**config.mk**
```make
export PLATFORM = sky130hd
export DESIGN_NAME = edd_ram
export DESIGN_NICKNAME = d
export VERILOG_FILES = /design/src/design/edd_ram.sv
export SDC_FILE = /design/constraint.sdc
export NUM_CORES = 1
export LEC_CHECK = 0
export BUFFER_PORTS_ARGS = -buffer_cell sky130_fd_sc_hd__buf_2
export CAP_MARGIN = 25
export CORE_ASPECT_RATIO = 0.75
export CORE_MARGIN = 1.5
export CORE_UTILIZATION = 61
export CTS_CLUSTER_DIAMETER = 80
export DETAILED_ROUTE_END_ITERATION = 6
export GPL_TIMING_DRIVEN = 0
export PLACE_DENSITY = 0.8
export SYNTH_ARGS = -nofsm -noshare
export SYNTH_HDL_FRONTEND = slang
export SYNTH_SLANG_ARGS = --single-unit
```
**constraint.sdc**
```tcl
create_clock -name clk -period 2.1 [get_ports clk]
set_input_delay 0.105 -clock clk [delete_from_list [all_inputs] [get_ports clk]]
set_output_delay 0.105 -clock clk [all_outputs]
set_load 0.005 [all_outputs]
```
**src/design/edd_ram.sv**
```systemverilog
// Generic simple dual-port RAM with one write port and two registered read ports.
module edd_ram #(
  parameter int WIDTH = 8,
  parameter int DEPTH = 16
) (
  input  logic                     clk,
  input  logic                     we,
  input  logic [$clog2(DEPTH)-1:0] waddr,
  input  logic [WIDTH-1:0]         wdata,
  input  logic                     re,
  input  logic [$clog2(DEPTH)-1:0] raddr_a,
  input  logic [$clog2(DEPTH)-1:0] raddr_b,
  output logic [WIDTH-1:0]         rdata_a,
  output logic [WIDTH-1:0]         rdata_b
);

  logic [WIDTH-1:0] mem [DEPTH];

  always_ff @(posedge clk) begin
    if (we) begin
      mem[waddr] <= wdata;
    end
    if (re) begin
      rdata_a <= mem[raddr_a];
      rdata_b <= mem[raddr_b];
    end
  end

endmodule
```
==> flow_summary.toml <==
[run_status]
outcome = "finished, final reports clean"

[timing]
finalMaxSlewViolations = 0
report.final.setup_viol = 0
slew_headroom = 0.331
finalCriticalPeriod_ns = 1.65
period_share = 0.788
clock_skew_ns = 0.00568
tightest_slew_ns = 0.999
fin_tns_setup_ns = 0
finalWorstSetupSlack_ns = 0.446
grt_setup_unrepaired = "no"
max_freq_mhz = 605
hold_viol = 0

[global_route]
grt_pass1_vias = 3768
grt_usage = 0.300
grt_pass1_wl_um = 22800
antenna_found_initial = 0
grt_max_degree = 17
globalRouteOverflowTotal = 0

[clocking]
clk_pin_slew_worst_paths_ns = 0.06
cts_buffers = 17
cts_num_sinks = 144
clockBufferDepth = 2
clock_latency_ns = 0.42
cts-htree-levels = 4
cts_resized = 0
cts_tree = "built"
postCtsHoldBufs = 0
post_cts_buffers = 0
cts_root_buf = "clkbuf_16"

[layout]
nFillCells = 601
antenna_cells = 0
instances_no_fill = 516
synthToLayoutAreaGrowth_pct = 14.8
layout.nets = 390
drive_above_1_share = 0.334

[setup_path]
cp_max_fo = 2
end_kind = "register"
path_class = "reg2reg"
critPathLaunchType = "register"
cp_data_required_time_ns = 2.26
cp_data_arrival_time_ns = 1.81

[routing]
routed_wl_um = 15600
drt_iter0_drc = 503
drtAntennaViolNets = 0
vias = 3751
wl_per_cell_um = 30.3
dr.pass1.iters = 5
vias_per_cell = 7.27
drc = 0

[floorplan]
num_io_pins = 39
die_area_um2 = 11300
start_util = 0.630
core_area_um2 = 10300
rows = 32
die_y_um = 92.4
die_w_um = 122

[place]
place_congestion = 0.814
io_buffers = 36
dp.cells = 482
pre_cts_slack_ns = 0.194
dp_hpwl_um = 9810

[power]
cellLeakagePower_uw = 0.00256
cellPowerDensity_nw_per_um2 = 885
peakVddDrop_v = 0.000753

[synth]
syn_avg_cell_area_um2 = 21.2
synthCells = 307
ys_seq_area_frac = 0.665
yosysWarnings = 0
yosysUniqueCellTypes = 19
ys_seq_elements = 144
synth_nets = 330
synthesis.area_um2 = 6510

[worst_hold_path]
worstHoldPathType = "in2reg"

[run]
cap_viol_max_count = 0
## synth_stat cells, drive strengths merged
cell	number	share of area
nand3	1	0.00077
or3b	1	0.0013
a22oi	32	0.037
nor3	4	0.0031
buf	14	0.017
nand2	17	0.0098
nor2	14	0.0081
edfxtp	144	0.66
mux4	64	0.24
and2	2	0.0019
nand2b	2	0.0019
nor2b	2	0.0019
clkdlybuf4s25	6	0.0092
and2b	2	0.0023
nand3b	2	0.0023
## layout by cell type (no fill, tap or decap)
cell type        netlist  routed
nor3_1                 4       1
and2b_1                2       2
mux4_1                28      28
clkbuf_16              0      17
clkinv_1               0       5
clkdlybuf4s25_2        6       6
nor2_1                14      14
and2_1                 2       2
bufinv_16              0       2
nor2b_1                2       2
nand3b_1               2       2
mux4_2                34      34
clkinvlp_4             0       4
buf_4                  2       5
buf_6                  6       8
or3b_2                 1       1
buf_2                  6      42
edfxtp_1             144     144
a22oi_1               32      32
nand2_1               17      17
clkbuf_1               0       1
clkinv_2               0       3
nand3_1                1       1
mux4_4                 2       2
nand2b_1               2       2
nor3_2                 0       3
## layout make-up
class | count | area, um2 | area share
tap | 136 | 170 | 0.0228
multi-input combinational | 143 | 2020 | 0.271
clock buffer | 18 | 429 | 0.0575
clock inverter | 14 | 124 | 0.0166
timing repair buffer | 41 | 225 | 0.0302
buffer | 20 | 173 | 0.0231
sequential | 144 | 4320 | 0.579
## metal layers
layer	wire, um	global-route usage
met1	6160	0.422
met2	7500	0.458
met3	1590	0.0862
met4	359	0.109
met5	0	0
## critical path, cell delays in order, from the launching register on
cell and delay (ns):
edfxtp_1 0.40, mux4_4 0.63, a22oi_1 0.25, nand2_1 0.11
## worst paths after layout
| path | depth (start not counted) | to | slack [ns] | startpoint |
|---|---|---|---|---|
| setup / recovery | 3 | rdata_b[7]$_DFFE_PP_ | 0.45 | mem[3][7]$_DFFE_PP_ |
| hold reg to reg | 3 | rdata_a[7]$_DFFE_PP_ | 0.79 | mem[14][7]$_DFFE_PP_ |
| hold / removal | 1 | mem[6][4]$_DFFE_PP_ | 0.06 | wdata[4] |
| setup reg to reg | 3 | rdata_b[7]$_DFFE_PP_ | 0.45 | mem[3][7]$_DFFE_PP_ |
## logic make-up after synthesis
| group | synth area share |
|---|---|
| AO/OA/AOI/OAI | 0.0369 |
| buffers and inverters | 0.0265 |
| flip-flops | 0.665 |
| multiplexers | 0.238 |
| AND/OR/NAND/NOR | 0.0335 |
## per-stage QoR
step | hold slack [ns] | area [um2] | util | total power [uW]
after global placement | 0.477 | 6860 | 0.664 | 3810
final | 0.0648 | 7470 | 0.723 | 6610
after CTS | 0.0584 | 7450 | 0.722 | 6600
after global routing | 0.0735 | 7470 | 0.723 | 6730
after floorplan | 0.204 | 6510 | - | 3630
after detailed placement | 0.494 | 6900 | 0.668 | 3830
## where the power goes
group | total [uW] | internal (uW) | leakage [uW] | switching [uW]
combinational | 503 | 224 | 0.000982 | 279
sequential | 3280 | 3260 | 0.00132 | 28.8
clock | 2830 | 1710 | 0.000259 | 1110
total | 6610 | 5190 | 0.00256 | 1420
## registers in the layout, summed over array words and instances (netlist names)
name / flops
mem: 128
rdata_a: 8
rdata_b: 8
(Power assumes the default switching activity.)
